==> config.mk <==
export PLATFORM = sky130hd
export DESIGN_NAME = key_matrix_lockout_debounce
export DESIGN_NICKNAME = d
export VERILOG_FILES = /design/src/design/kmld_pkg.sv /design/src/design/key_matrix_lockout_debounce.sv /design/src/design/kmld_row_mem.sv /design/src/design/kmld_key_lanes.sv
export VERILOG_INCLUDE_DIRS = /design/src /design/src/design
export SDC_FILE = /design/constraint.sdc
export NUM_CORES = 1
export LEC_CHECK = 0
export BUFFER_PORTS_ARGS = -buffer_cell sky130_fd_sc_hd__buf_2
export CAP_MARGIN = 20
export CELL_PAD_IN_SITES_DETAIL_PLACEMENT = 0
export CELL_PAD_IN_SITES_GLOBAL_PLACEMENT = 1
export CORE_ASPECT_RATIO = 1.1
export CORE_MARGIN = 5
export CORE_UTILIZATION = 55
export DETAILED_ROUTE_END_ITERATION = 8
export HOLD_SLACK_MARGIN = 0.05
export PLACE_DENSITY_LB_ADDON = 0.1
export SLEW_MARGIN = 0
export SYNTH_ARGS = -nofsm -noshare
export SYNTH_HDL_FRONTEND = slang
export SYNTH_SLANG_ARGS = --single-unit
==> constraint.sdc <==
create_clock -name i_clk -period 32 [get_ports i_clk]
set_input_delay 6.4 -clock i_clk [delete_from_list [all_inputs] [get_ports i_clk]]
set_output_delay 6.4 -clock i_clk [all_outputs]
set_load 0.05 [all_outputs]
==> src/design/key_matrix_lockout_debounce_defines.svh <==
// Assertion macros for the key matrix lockout debouncer.
// Used by the top level only; needs no package.
`ifndef KEY_MATRIX_LOCKOUT_DEBOUNCE_DEFINES_SVH
`define KEY_MATRIX_LOCKOUT_DEBOUNCE_DEFINES_SVH

// Same-cycle implication, checked outside reset.
`define KMLD_ASSERT_IMP(lbl, clk, rst_n, ante, cons) \
    lbl: assert property (@(posedge clk) disable iff (!(rst_n)) (ante) |-> (cons)) \
        else $error("kmld: same-cycle check failed");

// Next-cycle implication, checked outside reset.
`define KMLD_ASSERT_NXT(lbl, clk, rst_n, ante, cons) \
    lbl: assert property (@(posedge clk) disable iff (!(rst_n)) (ante) |=> (cons)) \
        else $error("kmld: next-cycle check failed");

`endif

==> src/design/kmld_pkg.sv <==
// Shared types and fixed widths of the key matrix lockout debouncer.
// No dependencies; imported by every module of the block.
`default_nettype none
package kmld_pkg;
    localparam int ROW_W     = 3;   // row number field
    localparam int DATA_W    = 16;  // raw and debounced column fields
    localparam int TMR_W     = 8;   // lockout timer and lockout setting
    localparam int ROW_EXT_W = 6;   // row number widened to compare with ROWS

    localparam logic [TMR_W-1:0] LOCKOUT_RST = 8'd5;

    // Port strobes of the row memory.
    typedef struct packed {
        logic rd_en;
        logic wr_en;
    } t_mem_req;
endpackage
`default_nettype wire

==> src/design/key_matrix_lockout_debounce.sv <==
// Key matrix debouncer with per-key lockout. Each input beat is one scanned row
// (row number plus raw active-high column bits); each yields one output beat
// with that row's debounced bits. A key whose timer is nonzero counts down and
// ignores its raw bit; otherwise a raw change flips the key at once and loads
// the timer from the lockout setting. One beat is taken every cycle unless
// o_stall is high; an accepted beat passes the row-memory read, then the lane
// update, memory write-back and output register. A one-entry forwarding
// register covers a row scanned on two consecutive beats. Per-row valid flags
// clear the state at reset, so no clearing pass is needed. Rows at or beyond
// ROWS leave the state alone and report zero; columns at or beyond COLS
// report zero.
// Depends on kmld_pkg, kmld_row_mem, kmld_key_lanes and the defines header.
`default_nettype none
`include "key_matrix_lockout_debounce_defines.svh"
module key_matrix_lockout_debounce
    import kmld_pkg::*;
#(
    parameter int ROWS = 8,
    parameter int COLS = 16
) (
    input  wire logic              i_clk,
    input  wire logic              i_rst_n,
    input  wire logic              i_cfg_wr_en,
    input  wire logic [TMR_W-1:0]  i_cfg_wr_data,
    input  wire logic              i_valid,
    output logic                   o_stall,
    input  wire logic [ROW_W-1:0]  i_row_index,
    input  wire logic [DATA_W-1:0] i_raw_pressed,
    output logic                   o_valid,
    input  wire logic              i_stall,
    output logic      [ROW_W-1:0]  o_out_row,
    output logic      [DATA_W-1:0] o_debounced_row
);
    localparam int ADDR_W  = (ROWS > 1) ? $clog2(ROWS) : 1;
    localparam int ENTRY_W = COLS * (TMR_W + 1);

    logic [TMR_W-1:0] r_lockout_ticks;

    // Stage 1: memory read data arrives here
    logic              r_s1_vld;
    logic [ROW_W-1:0]  r_s1_row;
    logic [ADDR_W-1:0] r_s1_addr;
    logic              r_s1_inrange;
    logic [COLS-1:0]   r_s1_raw;

    // Last write-back, forwarded to a following beat of the same row
    logic               r_fw_vld;
    logic [ADDR_W-1:0]  r_fw_addr;
    logic [ENTRY_W-1:0] r_fw_data;

    logic              r_out_vld;
    logic [ROW_W-1:0]  r_out_row;
    logic [DATA_W-1:0] r_out_deb;
    logic [DATA_W-1:0] n_out_deb;

    logic [ROW_EXT_W-1:0] s_row_ext;
    logic [ADDR_W-1:0]    s_in_addr;
    logic                 s_in_range;
    logic [COLS-1:0]      s_raw_cols;
    logic                 s_accept;
    logic                 s_advance;
    t_mem_req             s_mem_req;
    logic [ENTRY_W-1:0]   s_rd_data;
    logic [ENTRY_W-1:0]   s_cur_entry;
    logic [ENTRY_W-1:0]   s_new_entry;

    assign s_row_ext  = {{(ROW_EXT_W-ROW_W){1'b0}}, i_row_index};
    assign s_in_addr  = s_row_ext[ADDR_W-1:0];
    assign s_in_range = (s_row_ext < ROW_EXT_W'(ROWS));

    for (genvar c = 0; c < COLS; c++) begin : g_raw
        if (c < DATA_W) begin : g_hit
            assign s_raw_cols[c] = i_raw_pressed[c];
        end else begin : g_pad
            assign s_raw_cols[c] = 1'b0;
        end
    end

    assign s_advance = !r_out_vld || !i_stall;
    assign o_stall   = r_s1_vld && !s_advance;
    assign s_accept  = i_valid && !o_stall;

    assign s_mem_req.rd_en = s_accept && s_in_range;
    assign s_mem_req.wr_en = r_s1_vld && s_advance && r_s1_inrange;

    always_ff @(posedge i_clk) begin
        if (!i_rst_n) begin
            r_lockout_ticks <= LOCKOUT_RST;
        end else if (i_cfg_wr_en) begin
            r_lockout_ticks <= i_cfg_wr_data;
        end
    end

    kmld_row_mem #(
        .ROWS (ROWS),
        .COLS (COLS)
    ) u_row_mem (
        .i_clk     (i_clk),
        .i_rst_n   (i_rst_n),
        .i_req     (s_mem_req),
        .i_rd_addr (s_in_addr),
        .i_wr_addr (r_s1_addr),
        .i_wr_data (s_new_entry),
        .o_rd_data (s_rd_data)
    );

    assign s_cur_entry = (r_fw_vld && (r_fw_addr == r_s1_addr)) ? r_fw_data : s_rd_data;

    kmld_key_lanes #(
        .COLS (COLS)
    ) u_key_lanes (
        .i_entry   (s_cur_entry),
        .i_raw     (r_s1_raw),
        .i_lockout (r_lockout_ticks),
        .o_entry   (s_new_entry)
    );

    for (genvar c = 0; c < DATA_W; c++) begin : g_out
        if (c < COLS) begin : g_hit
            assign n_out_deb[c] = r_s1_inrange && s_new_entry[c];
        end else begin : g_pad
            assign n_out_deb[c] = 1'b0;
        end
    end

    always_ff @(posedge i_clk) begin
        if (!i_rst_n) begin
            r_s1_vld  <= 1'b0;
            r_out_vld <= 1'b0;
            r_fw_vld  <= 1'b0;
        end else begin
            if (s_accept) begin
                r_s1_vld <= 1'b1;
            end else if (s_advance) begin
                r_s1_vld <= 1'b0;
            end
            if (s_advance) begin
                r_out_vld <= r_s1_vld;
            end
            if (s_mem_req.wr_en) begin
                r_fw_vld <= 1'b1;
            end
        end
    end

    always_ff @(posedge i_clk) begin
        if (s_accept) begin
            r_s1_row     <= i_row_index;
            r_s1_addr    <= s_in_addr;
            r_s1_inrange <= s_in_range;
            r_s1_raw     <= s_raw_cols;
        end
        if (s_mem_req.wr_en) begin
            r_fw_addr <= r_s1_addr;
            r_fw_data <= s_new_entry;
        end
        if (s_advance && r_s1_vld) begin
            r_out_row <= r_s1_row;
            r_out_deb <= n_out_deb;
        end
    end

    assign o_valid         = r_out_vld;
    assign o_out_row       = r_out_row;
    assign o_debounced_row = r_out_deb;

    // Input is held back only when both stages are full and the output is blocked.
    `KMLD_ASSERT_IMP(a_stall_cause, i_clk, i_rst_n, o_stall,
        r_s1_vld && r_out_vld && i_stall)
    // An accepted beat always occupies stage 1 on the next cycle.
    `KMLD_ASSERT_NXT(a_accept_fills, i_clk, i_rst_n, s_accept, r_s1_vld)
    // Write-back only for a live, in-range row.
    `KMLD_ASSERT_IMP(a_write_legal, i_clk, i_rst_n, s_mem_req.wr_en,
        r_s1_vld && r_s1_inrange)
    // A beat leaving stage 1 shows up at the output with its row number.
    `KMLD_ASSERT_NXT(a_row_carried, i_clk, i_rst_n, r_s1_vld && s_advance,
        o_valid && (o_out_row == $past(r_s1_row)))
endmodule
`default_nettype wire

==> src/design/kmld_row_mem.sv <==
// Row memory: one entry per matrix row with debounced bits and lockout timers.
// Synchronous read with registered data; rows never written read as zero.
// Depends on kmld_pkg.
`default_nettype none
module kmld_row_mem
    import kmld_pkg::*;
#(
    parameter int ROWS = 8,
    parameter int COLS = 16
) (
    input  wire logic                                  i_clk,
    input  wire logic                                  i_rst_n,
    input  wire t_mem_req                              i_req,
    input  wire logic [((ROWS > 1) ? $clog2(ROWS) : 1)-1:0] i_rd_addr,
    input  wire logic [((ROWS > 1) ? $clog2(ROWS) : 1)-1:0] i_wr_addr,
    input  wire logic [COLS*(TMR_W+1)-1:0]             i_wr_data,
    output logic      [COLS*(TMR_W+1)-1:0]             o_rd_data
);
    localparam int ENTRY_W = COLS * (TMR_W + 1);

    logic [ENTRY_W-1:0] r_mem [ROWS];
    logic [ROWS-1:0]    r_row_vld;
    logic [ENTRY_W-1:0] r_rd_data;
    logic               r_rd_vld;

    always_ff @(posedge i_clk) begin
        if (i_req.wr_en) begin
            r_mem[i_wr_addr] <= i_wr_data;
        end
        if (i_req.rd_en) begin
            r_rd_data <= r_mem[i_rd_addr];
        end
    end

    // Valid flags stand in for a clearing pass after reset.
    always_ff @(posedge i_clk) begin
        if (!i_rst_n) begin
            r_row_vld <= '0;
            r_rd_vld  <= 1'b0;
        end else begin
            if (i_req.wr_en) begin
                r_row_vld[i_wr_addr] <= 1'b1;
            end
            if (i_req.rd_en) begin
                r_rd_vld <= r_row_vld[i_rd_addr];
            end
        end
    end

    assign o_rd_data = r_rd_vld ? r_rd_data : '0;
endmodule
`default_nettype wire

==> src/design/kmld_key_lanes.sv <==
// Per-key update lanes: lockout countdown or eager flip for each column.
// Purely combinational, one independent lane per column. Depends on kmld_pkg.
`default_nettype none
module kmld_key_lanes
    import kmld_pkg::*;
#(
    parameter int COLS = 16
) (
    input  wire logic [COLS*(TMR_W+1)-1:0] i_entry,
    input  wire logic [COLS-1:0]           i_raw,
    input  wire logic [TMR_W-1:0]          i_lockout,
    output logic      [COLS*(TMR_W+1)-1:0] o_entry
);
    // Entry layout: debounced bits in the low COLS bits, then one timer per column.
    always_comb begin
        logic [TMR_W-1:0] tmr;
        logic             deb;
        o_entry = i_entry;
        for (int c = 0; c < COLS; c++) begin
            tmr = i_entry[COLS + c*TMR_W +: TMR_W];
            deb = i_entry[c];
            if (tmr != '0) begin
                o_entry[COLS + c*TMR_W +: TMR_W] = tmr - 1'b1;
            end else if (deb != i_raw[c]) begin
                o_entry[c]                       = i_raw[c];
                o_entry[COLS + c*TMR_W +: TMR_W] = i_lockout;
            end
        end
    end
endmodule
`default_nettype wire
### Yosys cells after proc, flatten, opt, wreduce, memory -nomap -nowiden

Memories as Yosys holds them, arrays and structs flattened. A register that Yosys moved wholly into a read port is not among the register bits.
Index checks and enable logic that the tools add are counted.

* flip-flop bits (word level): 206
* bits in writable memories: 1152
* input port bits: 32
* output and inout port bits: 21
* memories: 1

Memory list
* u_row_mem.r_mem: depth 8, bits a word 144, read ports 1, clocked after memory_dff 1, wr ports 1, line kmld_row_mem.sv:21 `logic [ENTRY_W-1:0] r_mem [ROWS];`

* add/sub/neg operators: 16
* order comparisons: 4
* equality and inequality tests: 17
* mux-type cells: 74
* bitwise gates (word level): 1
* reduce and logical (&&, ||, !) cells: 45

Operator list (number)
* $mux 144: 2
* $mux 8: 32
* $reduce_bool 8->1: 16
* $sub 8x1->8 const B: 16
* $mux 1: 38
* $logic_and 1x1->1: 23
* $ne 1x1->1: 16
* $lt 3x4->1 const B: 3
* $or 8x8->8: 1
* $logic_not 1->1: 4
* $bmux 1 s3: 1
* $demux 1 s3: 1
* $eq 3x3->1: 1
* $ge 3x1->1 const B: 1
* $reduce_bool 2->1: 1
* $logic_or 1x1->1: 1

### Logic depth before layout (Yosys ltp)

* depth after elaboration: 7
* gate-level depth with buffers: 15
* mapped depth without buffers: 10

### Modules after synthesis

Synthesis repeated with hierarchy kept, for this count alone.

* cell total of the unflattened synthesis: 3119
* area total of the unflattened synthesis: 61024.8 um^2

Modules (own cells, without submodules)
* kmld_row_mem: times used 1, cells an instance 2007, area each 48939.4 um^2, sequential area each 39097.5 um^2
* key_matrix_lockout_debounce: times used 1, cells an instance 381, area each 7273.2 um^2, sequential area each 5205.0 um^2
* kmld_key_lanes: times used 1, cells an instance 731, area each 4812.1 um^2, sequential area each 0.0 um^2

### Worst setup path before layout

OpenSTA, ideal clock, no wires.

* kind: input port to flip-flop
* start point: input i_stall
* end point: memory u_row_mem.r_mem[1][0] in the netlist's numbering, enable pin
* setup time: 0.825 ns
* arrival: 28.602 ns
* data required time: 31.175 ns
* path slack: 2.573 ns
* stages on the path: 3
* buffers on the path: 0
* path through: a21boi_0 -> nand2_1 -> nor3_1

* cells in the longest elaborated chain, start to end: 6

RTL lines
* start: declaration: line key_matrix_lockout_debounce.sv:30 `input wire logic i_stall,`
* $logic_not 1->1: line key_matrix_lockout_debounce.sv:79 `assign s_advance = !r_out_vld || !i_stall;`
* $logic_or 1x1->1: line key_matrix_lockout_debounce.sv:79
* $logic_and 1x1->1 (2 in a row): line key_matrix_lockout_debounce.sv:84 `assign s_mem_req.wr_en = r_s1_vld && s_advance && r_s1_inrange;`
* $mux 1: line kmld_row_mem.sv:27 `if (i_req.wr_en) begin`
* $mux 1 (implied by the code): line kmld_row_mem.sv:28 `r_mem[i_wr_addr] <= i_wr_data;`
* end: declaration: line kmld_row_mem.sv:21

Every way passes these cells.

### Final worst setup path

* start point: input i_stall
* end point: output o_stall

* cells in the longest elaborated chain, start to end: 4

RTL lines
* $logic_not 1->1: line key_matrix_lockout_debounce.sv:79
* $logic_or 1x1->1: line key_matrix_lockout_debounce.sv:79
* $logic_not 1->1: line key_matrix_lockout_debounce.sv:80 `assign o_stall = r_s1_vld && !s_advance;`
* $logic_and 1x1->1: line key_matrix_lockout_debounce.sv:80
* end: declaration: line key_matrix_lockout_debounce.sv:26 `output logic o_stall,`

Every way passes these cells.

==> metrics.cfg <==
[clock_tree]
clock_latency_ps=770
max_root_sink_buffers=3
cts_hold_fix_bufs=0
root_buffer_cell=sky130_fd_sc_hd__clkbuf_16
cts_made_buffers=148
cts_tree=done
cts_htree_levels=4
cts_repair_resize_count=0
clkTransAtPathRegs_ps=60
clock_sinks=1482
postCtsSetupRepairBufs=0

[sta]
rsz0062_at_grt=false
finalHoldViolCount=0
post-route-min-period_ps=13480
achievable-frequency_ghz=0.07416
final-max-slew-violation-count=0
slew-limit-headroom_pct=27.37
final-setup-viol-count=0
post_layout_worst_setup_margin_ps=18520
timing.setup.tns_ps=0
fin_skew_ps=36.97
tightestPinTransition_ps=1089
min_period_over_period_pct=42.14

[synth]
synth_top_cell_by_area=sky130_fd_sc_hd__edfxtp_1
proportion_of_synthesized_area_in_mux_cells_pct=15.14
synth_commonest_cells=1462 x sky130_fd_sc_hd__edfxtp_1, 290 x sky130_fd_sc_hd__mux4_2, 156 x sky130_fd_sc_hd__mux2_2
synth-compound-area-share_pct=4.537
synth.yosys.warnings=0
synth-simple-area-share_pct=4.726
synthesis.instances=3381
postSynthNetCount=3445
synth_area_um2=61740
yosys.area_share.xor_xnor_pct=1.601
yosys_most_used_dff=sky130_fd_sc_hd__edfxtp_1
yosys.area_share.adder_pct=0.6485
ys_async_sr_fraction_pct=0
yosys-top-cells-area=sky130_fd_sc_hd__edfxtp_1 71%, sky130_fd_sc_hd__mux4_2 11%, sky130_fd_sc_hd__mux2_2 2.8%, sky130_fd_sc_hd__mux2i_1 1.4%, sky130_fd_sc_hd__o21ai_0 0.99%
synth.most_common_cell=sky130_fd_sc_hd__edfxtp_1
synth-seq-area-share_pct=71.75
ff_latch_count_synth=1482
synth_enable_flop_cells=1462
largest_family_of_logic_cells_by_synthesized_area=multiplexers
postSynthAreaPerCell_um2=18.26
synth.distinct_cells=72
post-synth-top-area-fraction_pct=71.11

[cells_and_area]
final_layout_size_suffix_gt1_share_pct=22.67
layout_utilization_pct=61.07
diodes=0
area_delta_synth_final_pct=10.80
finish.net_count=3511
fin_area_um2=68410

[power]
power_density_nw_per_um2=64.14
finalPower_uw=4388
ir_worst_vdd_mv=0.06330
leakage_uw=0.02237

[floorplan]
die-height_um=361.4
core.rowCount=129
io_pins=53
floorplan.initialDensity_pct=55.12
design.core.area_um2=112000
die_wd_um=329.5
area_of_the_die_um2=119100

[routing]
detailroute.wirelength.met3_um=7515
vias_per_cell=6.278
antenna_violating_nets_post_route=0
number_of_drc_markers_after_the_initial_detailed_route_iteration=2988
wl_per_cell_um=27.07
via_count=31827
route.met2.wl_um=67790
route.detailed.drc=0
drt-pass1-iter-count=6
top_signal_layer_used=met4
route.final.wire_length_um=137200
routedLengthMet1_um=59520

[global_route]
largest_net_degree_at_the_start_of_global_routing=172
grt_pass1_vias=33362
grt_remaining_overflow=0
grt_antenna_before_repair=3
grt_usage_pct=23.32
global_route_wire_length_before_repair_um=208700

[worst_setup_path]
worst_r2r_endpoint=u_row_mem.r_mem[1][46]
reg2regPathDepth=10
critPathKind=input port to output port
worst_ep_required_time_ps=25600
setup.reg_to_reg.worst_slack_ps=26590
r2r-start=r_s1_addr[1]
worstSetupEndpoint=o_stall
critical_path_peak_fanout=3
category_of_the_worst_setup_path_capture_point=output port
cp_data_arrival_time_ps=7080
worst_setup_path_start_kind=input port
worstSetupStartpoint=i_stall

[placed_design]
io_buffers=52
dp_worst_slack_ps=18520
placedInstanceArea_um2=63590
place.gp.congestion=0.7642
post-dp-hpwl_um=69480

[worst_hold_path]
hold_class=flop to flop

[job]
max_cap_viol_count=0

[outcome]
result_of_the_run=finished, final reports clean

kinds of logic after synthesis:
logic type      after synthesis
flops                      1482
simple gates                559
mux                         543
compound gates              439
buf+inv                     220
xor+xnor                    106
fa+ha+maj                    32
how the worst min path moves through the flow:
stage                                      start                endpoint  slack, ps  cells after the start
after CTS                 u_row_mem.r_row_vld[2]  u_row_mem.r_row_vld[2]        460                      1
after detailed placement  u_row_mem.r_row_vld[2]  u_row_mem.r_row_vld[2]        450                      1
after global placement    u_row_mem.r_row_vld[0]  u_row_mem.r_row_vld[0]        440                      1
after global routing      u_row_mem.r_row_vld[2]  u_row_mem.r_row_vld[2]        480                      1
final                     u_row_mem.r_row_vld[1]  u_row_mem.r_row_vld[1]        460                      1
after floorplan           u_row_mem.r_row_vld[2]  u_row_mem.r_row_vld[2]        440                      1
sequential cells by signal, indices dropped and copies added, names as in the netlist:
name	count
u_row_mem.r_mem	1152
r_fw_data	144
u_row_mem.r_rd_data	144
r_s1_raw	16
r_lockout_ticks	8
u_row_mem.r_row_vld	8
r_fw_addr	3
r_s1_addr	3
o_valid	1
r_fw_vld	1
r_s1_vld	1
u_row_mem.r_rd_vld	1
critical path, stage by stage:
cell and delay (ps):
sky130_fd_sc_hd__buf_2 130, sky130_fd_sc_hd__and3_1 260, sky130_fd_sc_hd__buf_2 300
final cells by class:
class / instances / area, um2
fill: 8076 / 43600
sequential: 1482 / 44310
multi-input combinational: 1679 / 16540
clock buffer: 192 / 4015
timing repair buffer: 112 / 812.0
inverter: 24 / 90.09
tap: 1506 / 1884
clock inverter: 75 / 762.0
per-stage QoR:
| stage | instances | hold slack (ps) |
|---|---|---|
| 4_1_cts | 5065 | 464.0 |
| 3_3_place_gp | 4798 | 442.1 |
| 3_5_place_dp | 4798 | 450.2 |
| 2_1_floorplan | 3381 | 435.4 |
| 6_report | 5070 | 464.6 |
| 5_1_grt | 5070 | 477.9 |
metal layers:
layer | GRT usage, % | vias up
li1 | - | 13864
met1 | 33.95 | 16859
met2 | 38.09 | 933
met3 | 3.386 | 171
met4 | 5.541 | 0
met5 | 0 | -
cells in the final DEF, fill, tap and decap left out, drive strengths merged, types with 6 or more instances in the layout:
master / count
a31oi: 11
nor3: 45
nand2: 138
nand3: 80
o41ai: 11
inv: 29
edfxtp: 1462
clkinv: 50
or3: 31
and2: 39
o21a: 25
a21boi: 6
nor2b: 18
o21ai: 128
nor3b: 13
mux2: 157
xnor2: 51
nor2: 54
buf: 111
a21o: 8
and3: 89
clkbuf: 193
o22ai: 18
a211oi: 14
o2bb2ai: 6
a21oi: 113
o211ai: 23
xor2: 55
nor4: 18
mux4: 290
o31ai: 24
or4: 10
mux2i: 96
o2111ai: 6
o211a: 10
bufinv: 15
nand2b: 10
dfxtp: 20
ha: 32
where the power goes:
part	switching (uW)	internal [uW]	leakage (uW)
Sequential	34.2	2280	0.0136
Clock	707	1000	0.00233
Combinational	237	121	0.00644
No activity file was read; power rests on OpenSTA's default activity.
